`config.mk`:
```
export PLATFORM = sky130hd
export DESIGN_NAME = audio_mix_accumulator_core
export DESIGN_NICKNAME = d
export VERILOG_FILES = /design/src/rtl/core/amacc_pkg.sv /design/src/rtl/core/audio_mix_accumulator_core.sv /design/src/rtl/core/amacc_front.sv /design/src/rtl/core/amacc_queue.sv /design/src/rtl/core/amacc_back.sv
export SDC_FILE = /design/constraint.sdc
export NUM_CORES = 2
export LEC_CHECK = 0
export BUFFER_PORTS_ARGS = -buffer_cell sky130_fd_sc_hd__buf_4
export CORE_AREA = 2 2 611 613
export DETAILED_ROUTE_END_ITERATION = 10
export DIE_AREA = 0 0 613 615
export PLACE_DENSITY_LB_ADDON = 0.08
export SYNTH_ARGS = -nofsm -noshare
export SYNTH_HDL_FRONTEND = slang
export SYNTH_SLANG_ARGS = --single-unit
```
`constraint.sdc`:
```
create_clock -name clk -period 9.3 [get_ports clk]
set_clock_uncertainty 0.05 [all_clocks]
set_input_delay 0.93 -clock clk [delete_from_list [all_inputs] [get_ports clk]]
set_output_delay 0.93 -clock clk [all_outputs]
set_load 0.02 [all_outputs]
```
`src/rtl/core/amacc_pkg.sv`:
```
// Shared constants, types and arithmetic helpers for the audio mix accumulator.
package amacc_pkg;

    localparam int BUFFER_DEPTH = 64;
    localparam int ADDR_W       = (BUFFER_DEPTH > 1) ? $clog2(BUFFER_DEPTH) : 1;
    localparam int LEN_W        = $clog2(BUFFER_DEPTH + 1);

    localparam int SAMPLE_W     = 16;
    localparam int INDEX_W      = 6;
    localparam int VOLUME_W     = 11;
    localparam int OFFSET_W     = 6;
    localparam int ACC_W        = 32;
    localparam int PROD_W       = SAMPLE_W + VOLUME_W + 1;
    localparam int SUM_W        = INDEX_W + 1;
    localparam int CFG_DATA_W   = VOLUME_W;

    localparam int QUEUE_DEPTH  = 4;
    localparam int QPTR_W       = $clog2(QUEUE_DEPTH);
    localparam int QCNT_W       = $clog2(QUEUE_DEPTH + 1);

    localparam logic [VOLUME_W-1:0] VOLUME_RESET = VOLUME_W'(256);
    localparam logic [OFFSET_W-1:0] OFFSET_RESET = '0;

    localparam logic signed [ACC_W-1:0] CLAMP_MIN = -ACC_W'(32768);
    localparam logic signed [ACC_W-1:0] CLAMP_MAX = ACC_W'(32767);

    // Request kinds
    localparam logic REQ_MIX   = 1'b0;
    localparam logic REQ_DRAIN = 1'b1;

    // Configuration register indexes
    localparam logic CFG_VOLUME = 1'b0;
    localparam logic CFG_OFFSET = 1'b1;

    typedef struct packed {
        logic              drain;
        logic [ADDR_W-1:0] addr;
        logic [ACC_W-1:0]  prod;
    } cmd_t;

    // Divide by 256 truncating toward zero, then clamp to 16 bits.
    function automatic logic signed [SAMPLE_W-1:0] scale_clamp(input logic [ACC_W-1:0] v);
        logic signed [ACC_W-1:0] biased;
        logic signed [ACC_W-1:0] q;
        logic signed [SAMPLE_W-1:0] r;
        biased = $signed(v) + (v[ACC_W-1] ? ACC_W'(255) : ACC_W'(0));
        q = biased >>> 8;
        if (q < CLAMP_MIN)
            r = CLAMP_MIN[SAMPLE_W-1:0];
        else if (q > CLAMP_MAX)
            r = CLAMP_MAX[SAMPLE_W-1:0];
        else
            r = q[SAMPLE_W-1:0];
        return r;
    endfunction

endpackage

```
`src/rtl/core/audio_mix_accumulator_core.sv`:
```
// A mix passes through the command queue; the back end then pops it and reads the accumulator, then writes the sum.
// The back end handles a mix as an accumulator read, then a write, and takes no new command before the write;
// a drain emits each entry as a memory read, then an output register load, which waits while the output stalls.
// The 4-entry command queue lets the input side run ahead of the back end.
// Reset clears valid bits, used length, queue and output; volume resets to 256, offset to 0.
// Top level: connects front end, command queue and back end.
module audio_mix_accumulator_core
(
    input  logic                                  clk,
    input  logic                                  rst_n,
    input  logic                                  in_valid,
    output logic                                  in_stall,
    input  logic                                  req_type,
    input  logic signed [amacc_pkg::SAMPLE_W-1:0] sample,
    input  logic [amacc_pkg::INDEX_W-1:0]         sample_index,
    output logic                                  out_valid,
    input  logic                                  out_stall,
    output logic signed [amacc_pkg::SAMPLE_W-1:0] out_sample,
    output logic                                  last,
    input  logic                                  cfg_valid,
    output logic                                  cfg_ready,
    input  logic                                  cfg_index,
    input  logic [amacc_pkg::CFG_DATA_W-1:0]      cfg_data
);

    logic            q_full;
    logic            q_push;
    amacc_pkg::cmd_t q_push_data;
    logic            q_pop;
    logic            q_valid;
    amacc_pkg::cmd_t q_pop_data;

    amacc_front u_front
    (
        .clk          (clk),
        .rst_n        (rst_n),
        .in_valid     (in_valid),
        .in_stall     (in_stall),
        .req_type     (req_type),
        .sample       (sample),
        .sample_index (sample_index),
        .cfg_valid    (cfg_valid),
        .cfg_ready    (cfg_ready),
        .cfg_index    (cfg_index),
        .cfg_data     (cfg_data),
        .q_full       (q_full),
        .q_push       (q_push),
        .q_data       (q_push_data)
    );

    amacc_queue u_queue
    (
        .clk       (clk),
        .rst_n     (rst_n),
        .push      (q_push),
        .push_data (q_push_data),
        .full      (q_full),
        .pop       (q_pop),
        .q_valid   (q_valid),
        .pop_data  (q_pop_data)
    );

    amacc_back u_back
    (
        .clk        (clk),
        .rst_n      (rst_n),
        .q_valid    (q_valid),
        .q_data     (q_pop_data),
        .q_pop      (q_pop),
        .out_valid  (out_valid),
        .out_stall  (out_stall),
        .out_sample (out_sample),
        .last       (last)
    );

endmodule

```
`src/rtl/core/amacc_front.sv`:
```
// Front end: configuration registers, request classification and product scaling.
module amacc_front
(
    input  logic                               clk,
    input  logic                               rst_n,
    input  logic                               in_valid,
    output logic                               in_stall,
    input  logic                               req_type,
    input  logic signed [amacc_pkg::SAMPLE_W-1:0] sample,
    input  logic [amacc_pkg::INDEX_W-1:0]      sample_index,
    input  logic                               cfg_valid,
    output logic                               cfg_ready,
    input  logic                               cfg_index,
    input  logic [amacc_pkg::CFG_DATA_W-1:0]   cfg_data,
    input  logic                               q_full,
    output logic                               q_push,
    output amacc_pkg::cmd_t                    q_data
);

    logic [amacc_pkg::VOLUME_W-1:0]     volume_reg;
    logic [amacc_pkg::VOLUME_W-1:0]     volume_next;
    logic [amacc_pkg::OFFSET_W-1:0]     offset_reg;
    logic [amacc_pkg::OFFSET_W-1:0]     offset_next;
    logic [amacc_pkg::SUM_W-1:0]        addr_full;
    logic                               in_range;
    logic signed [amacc_pkg::PROD_W-1:0] prod;

    assign cfg_ready = 1'b1;

    always_comb
    begin
        volume_next = volume_reg;
        offset_next = offset_reg;
        if (cfg_valid)
        begin
            case (cfg_index)
                amacc_pkg::CFG_VOLUME: volume_next = cfg_data[amacc_pkg::VOLUME_W-1:0];
                amacc_pkg::CFG_OFFSET: offset_next = cfg_data[amacc_pkg::OFFSET_W-1:0];
                default: ;
            endcase
        end
    end

    always_ff @(posedge clk or negedge rst_n)
    begin
        if (!rst_n)
        begin
            volume_reg <= amacc_pkg::VOLUME_RESET;
            offset_reg <= amacc_pkg::OFFSET_RESET;
        end
        else
        begin
            volume_reg <= volume_next;
            offset_reg <= offset_next;
        end
    end

    assign addr_full = amacc_pkg::SUM_W'(offset_reg) + amacc_pkg::SUM_W'(sample_index);
    assign in_range  = addr_full < amacc_pkg::SUM_W'(amacc_pkg::BUFFER_DEPTH);
    assign prod      = sample * $signed({1'b0, volume_reg});

    assign in_stall = q_full;

    // Drop mixes that land beyond the buffer; they are still accepted.
    assign q_push = in_valid && !q_full && ((req_type == amacc_pkg::REQ_DRAIN) || in_range);

    always_comb
    begin
        q_data.drain = (req_type == amacc_pkg::REQ_DRAIN);
        q_data.addr  = addr_full[amacc_pkg::ADDR_W-1:0];
        q_data.prod  = {{(amacc_pkg::ACC_W - amacc_pkg::PROD_W){prod[amacc_pkg::PROD_W-1]}}, prod};
    end

endmodule

```
`src/rtl/core/amacc_queue.sv`:
```
// Short command queue between the front end and the back end.
module amacc_queue
(
    input  logic            clk,
    input  logic            rst_n,
    input  logic            push,
    input  amacc_pkg::cmd_t push_data,
    output logic            full,
    input  logic            pop,
    output logic            q_valid,
    output amacc_pkg::cmd_t pop_data
);

    amacc_pkg::cmd_t                entry_reg [amacc_pkg::QUEUE_DEPTH];
    logic [amacc_pkg::QPTR_W-1:0]   wr_ptr_reg;
    logic [amacc_pkg::QPTR_W-1:0]   wr_ptr_next;
    logic [amacc_pkg::QPTR_W-1:0]   rd_ptr_reg;
    logic [amacc_pkg::QPTR_W-1:0]   rd_ptr_next;
    logic [amacc_pkg::QCNT_W-1:0]   count_reg;
    logic [amacc_pkg::QCNT_W-1:0]   count_next;
    logic                           do_push;
    logic                           do_pop;

    assign full     = (count_reg == amacc_pkg::QCNT_W'(amacc_pkg::QUEUE_DEPTH));
    assign q_valid  = (count_reg != '0);
    assign pop_data = entry_reg[rd_ptr_reg];
    assign do_push  = push && !full;
    assign do_pop   = pop && q_valid;

    always_comb
    begin
        wr_ptr_next = wr_ptr_reg;
        rd_ptr_next = rd_ptr_reg;
        count_next  = count_reg;
        if (do_push)
            wr_ptr_next = (wr_ptr_reg == amacc_pkg::QPTR_W'(amacc_pkg::QUEUE_DEPTH - 1))
                          ? '0 : wr_ptr_reg + amacc_pkg::QPTR_W'(1);
        if (do_pop)
            rd_ptr_next = (rd_ptr_reg == amacc_pkg::QPTR_W'(amacc_pkg::QUEUE_DEPTH - 1))
                          ? '0 : rd_ptr_reg + amacc_pkg::QPTR_W'(1);
        if (do_push && !do_pop)
            count_next = count_reg + amacc_pkg::QCNT_W'(1);
        else if (do_pop && !do_push)
            count_next = count_reg - amacc_pkg::QCNT_W'(1);
    end

    always_ff @(posedge clk or negedge rst_n)
    begin
        if (!rst_n)
        begin
            wr_ptr_reg <= '0;
            rd_ptr_reg <= '0;
            count_reg  <= '0;
        end
        else
        begin
            wr_ptr_reg <= wr_ptr_next;
            rd_ptr_reg <= rd_ptr_next;
            count_reg  <= count_next;
        end
    end

    always_ff @(posedge clk)
    begin
        if (do_push)
            entry_reg[wr_ptr_reg] <= push_data;
    end

endmodule

```
`src/rtl/core/amacc_back.sv`:
```
// Back end: accumulator memory, entry valid bits, mix sequencing and drain output.
module amacc_back
(
    input  logic                                  clk,
    input  logic                                  rst_n,
    input  logic                                  q_valid,
    input  amacc_pkg::cmd_t                       q_data,
    output logic                                  q_pop,
    output logic                                  out_valid,
    input  logic                                  out_stall,
    output logic signed [amacc_pkg::SAMPLE_W-1:0] out_sample,
    output logic                                  last
);

    typedef enum logic [3:0] {
        ST_IDLE    = 4'b0001,
        ST_MIX_WR  = 4'b0010,
        ST_DRN_RD  = 4'b0100,
        ST_DRN_OUT = 4'b1000
    } state_t;

    state_t                                state_reg;
    state_t                                state_next;
    amacc_pkg::cmd_t                       cmd_reg;
    amacc_pkg::cmd_t                       cmd_next;
    logic [amacc_pkg::ADDR_W-1:0]          k_reg;
    logic [amacc_pkg::ADDR_W-1:0]          k_next;
    logic [amacc_pkg::LEN_W-1:0]           used_len_reg;
    logic [amacc_pkg::LEN_W-1:0]           used_len_next;
    logic [amacc_pkg::BUFFER_DEPTH-1:0]    valid_reg;
    logic [amacc_pkg::BUFFER_DEPTH-1:0]    valid_next;
    logic                                  out_valid_reg;
    logic                                  out_valid_next;
    logic signed [amacc_pkg::SAMPLE_W-1:0] out_sample_reg;
    logic signed [amacc_pkg::SAMPLE_W-1:0] out_sample_next;
    logic                                  last_reg;
    logic                                  last_next;

    logic [amacc_pkg::ACC_W-1:0]           mem [amacc_pkg::BUFFER_DEPTH];
    logic                                  rd_en;
    logic [amacc_pkg::ADDR_W-1:0]          rd_addr;
    logic [amacc_pkg::ACC_W-1:0]           rd_data_reg;
    logic                                  hit_reg;
    logic                                  wr_en;
    logic [amacc_pkg::ADDR_W-1:0]          wr_addr;
    logic [amacc_pkg::ACC_W-1:0]           wr_data;

    logic [amacc_pkg::LEN_W-1:0]           addr_p1;
    logic                                  k_last;
    logic                                  out_free;

    assign addr_p1  = amacc_pkg::LEN_W'(cmd_reg.addr) + amacc_pkg::LEN_W'(1);
    assign k_last   = (amacc_pkg::LEN_W'(k_reg) + amacc_pkg::LEN_W'(1)) == used_len_reg;
    assign out_free = !out_valid_reg || !out_stall;

    always_comb
    begin
        state_next      = state_reg;
        cmd_next        = cmd_reg;
        k_next          = k_reg;
        used_len_next   = used_len_reg;
        valid_next      = valid_reg;
        out_valid_next  = out_valid_reg;
        out_sample_next = out_sample_reg;
        last_next       = last_reg;
        q_pop           = 1'b0;
        rd_en           = 1'b0;
        rd_addr         = k_reg;
        wr_en           = 1'b0;
        wr_addr         = cmd_reg.addr;
        wr_data         = cmd_reg.prod;

        // Release the output register once the result transfers.
        if (out_valid_reg && !out_stall)
            out_valid_next = 1'b0;

        case (state_reg)
            ST_IDLE:
            begin
                if (q_valid)
                begin
                    q_pop    = 1'b1;
                    cmd_next = q_data;
                    if (!q_data.drain)
                    begin
                        rd_en      = 1'b1;
                        rd_addr    = q_data.addr;
                        state_next = ST_MIX_WR;
                    end
                    else if (used_len_reg != '0)
                    begin
                        k_next     = '0;
                        state_next = ST_DRN_RD;
                    end
                end
            end
            ST_MIX_WR:
            begin
                // An entry not yet valid counts as zero: load the product.
                wr_en   = 1'b1;
                wr_data = hit_reg ? (rd_data_reg + cmd_reg.prod) : cmd_reg.prod;
                valid_next[cmd_reg.addr] = 1'b1;
                if (used_len_reg < addr_p1)
                    used_len_next = addr_p1;
                state_next = ST_IDLE;
            end
            ST_DRN_RD:
            begin
                rd_en      = 1'b1;
                rd_addr    = k_reg;
                state_next = ST_DRN_OUT;
            end
            ST_DRN_OUT:
            begin
                if (out_free)
                begin
                    out_valid_next  = 1'b1;
                    out_sample_next = amacc_pkg::scale_clamp(hit_reg ? rd_data_reg : '0);
                    last_next       = k_last;
                    if (k_last)
                    begin
                        valid_next    = '0;
                        used_len_next = '0;
                        state_next    = ST_IDLE;
                    end
                    else
                    begin
                        k_next     = k_reg + amacc_pkg::ADDR_W'(1);
                        state_next = ST_DRN_RD;
                    end
                end
            end
            default:
            begin
                state_next = ST_IDLE;
            end
        endcase
    end

    always_ff @(posedge clk or negedge rst_n)
    begin
        if (!rst_n)
        begin
            state_reg     <= ST_IDLE;
            k_reg         <= '0;
            used_len_reg  <= '0;
            valid_reg     <= '0;
            out_valid_reg <= 1'b0;
        end
        else
        begin
            state_reg     <= state_next;
            k_reg         <= k_next;
            used_len_reg  <= used_len_next;
            valid_reg     <= valid_next;
            out_valid_reg <= out_valid_next;
        end
    end

    always_ff @(posedge clk)
    begin
        cmd_reg        <= cmd_next;
        out_sample_reg <= out_sample_next;
        last_reg       <= last_next;
    end

    always_ff @(posedge clk)
    begin
        if (wr_en)
            mem[wr_addr] <= wr_data;
        if (rd_en)
        begin
            rd_data_reg <= mem[rd_addr];
            hit_reg     <= valid_reg[rd_addr];
        end
    end

    assign out_valid  = out_valid_reg;
    assign out_sample = out_sample_reg;
    assign last       = last_reg;

endmodule

```
Word level (Yosys, flattened, before mapping)
Memory sizes are Yosys's and may differ from the RTL's. A register that Yosys moved wholly into a read port is not among the register bits.
Cells that the tools add are included.
- memories kept: 2
- bits of input ports: 40
- flip-flop bits (word level): 162
- bits in writable memories: 2204
- memory list (memory ; depth ; width ; read ports ; clocked after Yosys merged registers in ; wr ports ; RTL line ; source):
    u_back.mem ; 64 ; 32 ; 1 ; 1 ; 1 ; amacc_back.sv:39 ; logic [amacc_pkg::ACC_W-1:0] mem [amacc_pkg::BUFFER_DEPTH];
    u_queue.entry_reg ; 4 ; 39 ; 1 ; 0 ; 1 ; amacc_queue.sv:14 ; amacc_pkg::cmd_t entry_reg [amacc_pkg::QUEUE_DEPTH];
- $lt $le $gt $ge: 7
- multiply operators: 1
- add/sub/neg operators: 10
- bitwise gates (word level): 2
- reductions and logical operators: 28
- muxes and demuxes: 48
- equality and inequality tests: 16
- operator list (cell ; number):
    64-bit 2-to-1 mux ; 2
    64-bit one-hot mux with 2 select lines ; 1
    32-bit 2-to-1 mux ; 3
    64-bit OR ; 1
    6-bit 2-to-1 mux ; 8
    32-bit adder ; 1
    32-bit by 9-bit adder with 32-bit output ; 1
    16-bit by 12-bit multiplier with 28-bit output ; 1
    24-bit by 16-bit greater-than comparator with 1-bit output, second input constant ; 1
    24-bit by 16-bit less-than comparator with 1-bit output, second input constant ; 1
    7-bit 2-to-1 mux ; 3
    16-bit 2-to-1 mux ; 1
    4-bit 2-to-1 mux ; 4
    6-bit by 1-bit adder with 7-bit output, second input constant ; 2
    6-bit by 7-bit less-than comparator with 1-bit output, second input constant ; 2
    1-bit 2-to-1 mux ; 14
    7-bit one-hot mux with 2 select lines ; 1
    4-bit one-hot mux with 3 select lines ; 1
    6-bit one-hot mux with 2 select lines ; 1
    2-bit by 1-bit != test with 1-bit output, second input constant ; 5
    3-bit 2-to-1 mux ; 3
    1-bit logical AND ; 8
    8-bit 2-to-1 mux ; 1
    2-bit AND reduction ; 4
    30 further kinds ; 42

Logic depth before layout (Yosys ltp)
- depth in word-level cells: 9
- gate-level depth with buffers: 23
- depth with buffers taken out: 21

Hierarchy
A second synthesis with hierarchy kept.
- cell total of the unflattened synthesis: 7547
- area, all modules: 101992.8 um^2
- by module, submodules not included (module ; cells each ; times used ; seq. area each (um^2) ; area each (um^2)):
    amacc_back ; 6447 ; 1 ; 66194.7 ; 88326.0
    amacc_front ; 859 ; 1 ; 426.7 ; 7508.5
    amacc_queue ; 241 ; 1 ; 4859.7 ; 6158.4

Least setup slack after synthesis
Ideal clock, no wire load.
- path kind: flip-flop to flip-flop
- start point: register u_back.rd_data_reg[0] in the netlist's numbering (read register of u_back.mem)
- end point: memory u_back.mem[0][26] in the netlist's numbering (data pin)
- buffers on the path: 0
- slack: 2.409 ns
- setup time: 0.907 ns
- period minus slack after synthesis: 6.891 ns
- data required time: 8.343 ns
- cell stages (with the launch flop): 12
- arrival time: 5.935 ns
- path through: edfxtp_1 > ha_1 > inv_1 > fa_1 > nor2b_1 > o21a_1 > o21ai_1 > a21oi_1 > o41ai_2 > o2111ai_1 > and3b_1 > o41ai_1
- cells in the longest elaborated chain, start to end: 3
- RTL lines (element ; RTL line ; source):
    from (decl) ; amacc_back.sv:42 ; logic [amacc_pkg::ACC_W-1:0] rd_data_reg;
    32-bit adder ; amacc_back.sv:101 ; wr_data = hit_reg ? (rd_data_reg + cmd_reg.prod) : cmd_reg.prod;
    32-bit 2-to-1 mux ; amacc_back.sv:101 ;
    32-bit 2-to-1 mux ; amacc_back.sv:77 ; case (state_reg)
    via u_back.wr_data, one bit ; amacc_back.sv:46 ; logic [amacc_pkg::ACC_W-1:0] wr_data;
    to (decl) ; amacc_back.sv:39 ;
The timed path passes the listed nets, and every way through them passes these cells.

==> qor.yml <==
synth:
  syn-num-nets: 8535
  syn_inst: 8211
  async_reset_ff_frac: 0.04458
  ys_ff_latch: 2378
  synthDistinctLibCells: 76
  synth_area_um2: 103400
  yosys_warnings: 0
  yosysSeqAreaShare: 0.6857
  synth_edf_count: 2272
  ys.flop_type: "edfxtp_1"
  syn_area_per_cell_um2: 12.59
finish:
  largest_register_ffs: 2048
  drive_above_1_share: 0.1012
  fin_nets: 8567
  final_common_cell: "nand2_1"
  final_cell_mix: "2336 x nand2_1, 2272 x edfxtp_1, 1029 x nand3_1"
  syn_to_final_growth_pct: 15.73
  instances_no_fill: 13450
clocking:
  ctsHoldBuffers: 1
  clk_pin_slew_ns: 0.06
  cts_tree: "yes"
  cts_resized: 0
  post_cts_buffers: 0
  root_buffer: "clkbuf_16"
  clk_latency_ns: 0.93
  cts_max_level: 5
  clock_path_buffers: 4
  cts_buffers: 284
  clock_sinks: 2378
floorplanning:
  initial_utilization: 0.2788
  rows: 224
  io_pins: 60
  core_area_um2: 370800
  die-area_um2: 377000
  die_h_um: 615
  die_x_um: 613
timing:
  rsz0062_at_grt: "false"
  slew_headroom: 0.09880
  max_freq_mhz: 157.1
  tns_ns: 0
  finalHoldViolations: 0
  final.period_utilization: 0.6844
  final-setup-viol-count: 0
  min_period_ns: 6.364
  slew_viol_final: 0
  worst_pin_slew_ns: 1.346
power:
  ir_drop_mv: 0.5046
  p_seq_frac: 0.319
  p_sw_mw: 21.72
  power_density_nw_per_um2: 417.6
  cell_internal_pwr_mw: 28.24
  p_comb_frac: 0.462
  p_leak_nw: 41.74
  power_mw: 49.96
  clock_power_share: 0.219
  swShare: 0.4347
routing:
  ant_nets: 0
  drtIter0Drc: 5551
  vias_per_cell: 4.945
  drc: 0
  post_drt_wl_per_cell_um: 27.14
  drt-pass1-iter-count: 5
  vias: 66490
  routed_wirelength_um: 365000
global_route:
  grt_use_met1: 0.2671
  grt_max_degree: 130
  use_met2: 0.3128
  track_usage: 0.1901
  grt_pass1_vias: 66770
  grt_pass1_wl_um: 517100
  gr-total-overflow: 0
  use_met3: 0.02587
  antenna_found_initial: 15
  busiest_layer: "met2"
placement:
  dp.cells: 12930
  io_buffers: 58
  dp_hpwl_um: 202400
  gp_congestion: 0.8001
setup_path:
  crit_arrival_ns: 6.97
  cp.required_ns: 9.90
  end_kind: "flip-flop"
  critPathMaxFanout: 17
  path_class: "flip-flop to flip-flop"
  start_kind: "flip-flop"
job:
  max-cap-violations: 0
hold_path:
  holdCritPathClass: "primary input to flip-flop"
status:
  status: "finished clean"
## kinds of logic after synthesis
| logic type | count (synthesis) | synth area share |
|---|---|---|
| simple gates | 3815 | 0.1594 |
| flops | 2378 | 0.6857 |
| compound gates | 788 | 0.05649 |
| buf+inv | 783 | 0.03282 |
| fa+ha+maj | 284 | 0.04628 |
| xor+xnor | 85 | 0.007201 |
| mux | 77 | 0.01208 |
| other cells | 1 | 0.00003628 |
## power by group through the flow
stage,Clock [mW],Sequential [mW],Combinational (mW)
final,11.0,15.9,23.1
after global routing,11.7,16.0,25.4
after CTS,11.3,16.0,23.6
after detailed placement,0,16.2,23.4
after global placement,0,16.1,23.4
after floorplan,0,16.0,13.7
## final timing paths
path	startpoint	endpoint	slack, ns	depth (start not counted)
min in group asynchronous	rst_n	u_front.volume_reg[6]$_DFFE_PN0P_	0.52	2
hold / removal	out_stall	u_back.state_reg[0]$_DFFE_PN1P_	0.17	2
setup reg to reg	u_front.volume_reg[3]$_DFFE_PN0P_	u_queue.entry_reg[2][20]$_DFFE_PP_	2.94	19
hold reg to reg	u_back.valid_reg[18]$_DFFE_PN0P_	u_back.valid_reg[18]$_DFFE_PN0P_	0.44	1
max in group asynchronous	rst_n	u_back.valid_reg[51]$_DFFE_PN0P_	7.39	3
setup / recovery	u_front.volume_reg[3]$_DFFE_PN0P_	u_queue.entry_reg[2][20]$_DFFE_PP_	2.94	19
## through the flow
step	hold WS, ns	util	setup slack, ns	cell area, µm²
after global routing	0.1596	0.3226	2.340	119600
after global placement	0.4232	0.2984	2.615	110600
after CTS	0.1045	0.3226	2.961	119600
final	0.1703	0.3227	2.936	119600
after floorplan	0.4140	-	2.409	103400
after detailed placement	0.4295	0.2984	2.723	110600
## metal layers
| metal | vias to the layer above | share of wire |
|---|---|---|
| met5 | - | 0 |
| met1 | 34810 | 0.46 |
| met4 | 0 | 0.020 |
| met2 | 1498 | 0.47 |
| li1 | 29790 | - |
| met3 | 390 | 0.044 |
## synthesized netlist by cell type, types with 66 or more instances
cell	instances	area (µm²)
nand3_1	1031	5160
a31oi_1	142	888.4
dfrtp_1	104	2603
a311oi_1	259	2268
ha_1	120	1501
edfxtp_1	2272	68230
fa_1	164	3283
and2_1	69	431.7
nor2_1	113	424.2
nand2_1	2340	8783
clkbuf_1	271	1017
buf_2	174	870.8
inv_1	253	949.7
a21oi_1	66	330.3
and3_1	159	994.7
o21a_1	79	593.1
## worst max-delay path, stage by stage (launching register included)
cell and delay (ns):
dfrtp_1 0.76, nand2_1 0.17, fa_1 0.60, fa_1 0.45
fa_1 0.54, inv_1 0.05, fa_1 0.48, inv_1 0.05
fa_1 0.47, inv_1 0.04, ha_1 0.29, o21a_1 0.12
o21ai_0 0.32, a21oi_1 0.11, o21a_1 0.22, o31ai_1 0.58
a211oi_1 0.24, o21a_1 0.23, nor2_1 0.12, xnor2_1 0.22
## layout make-up
class,instances,area (µm²)
fillers,36720,251200
flip-flops and latches,2378,70880
clock buffers,357,7622
multi-input cells,5050,30080
repair buffers,276,2516
well taps,4972,6221
diodes,11,27.53
inverters,253,949.7
clock inverters,148,1343
(Power assumes the default switching activity.)
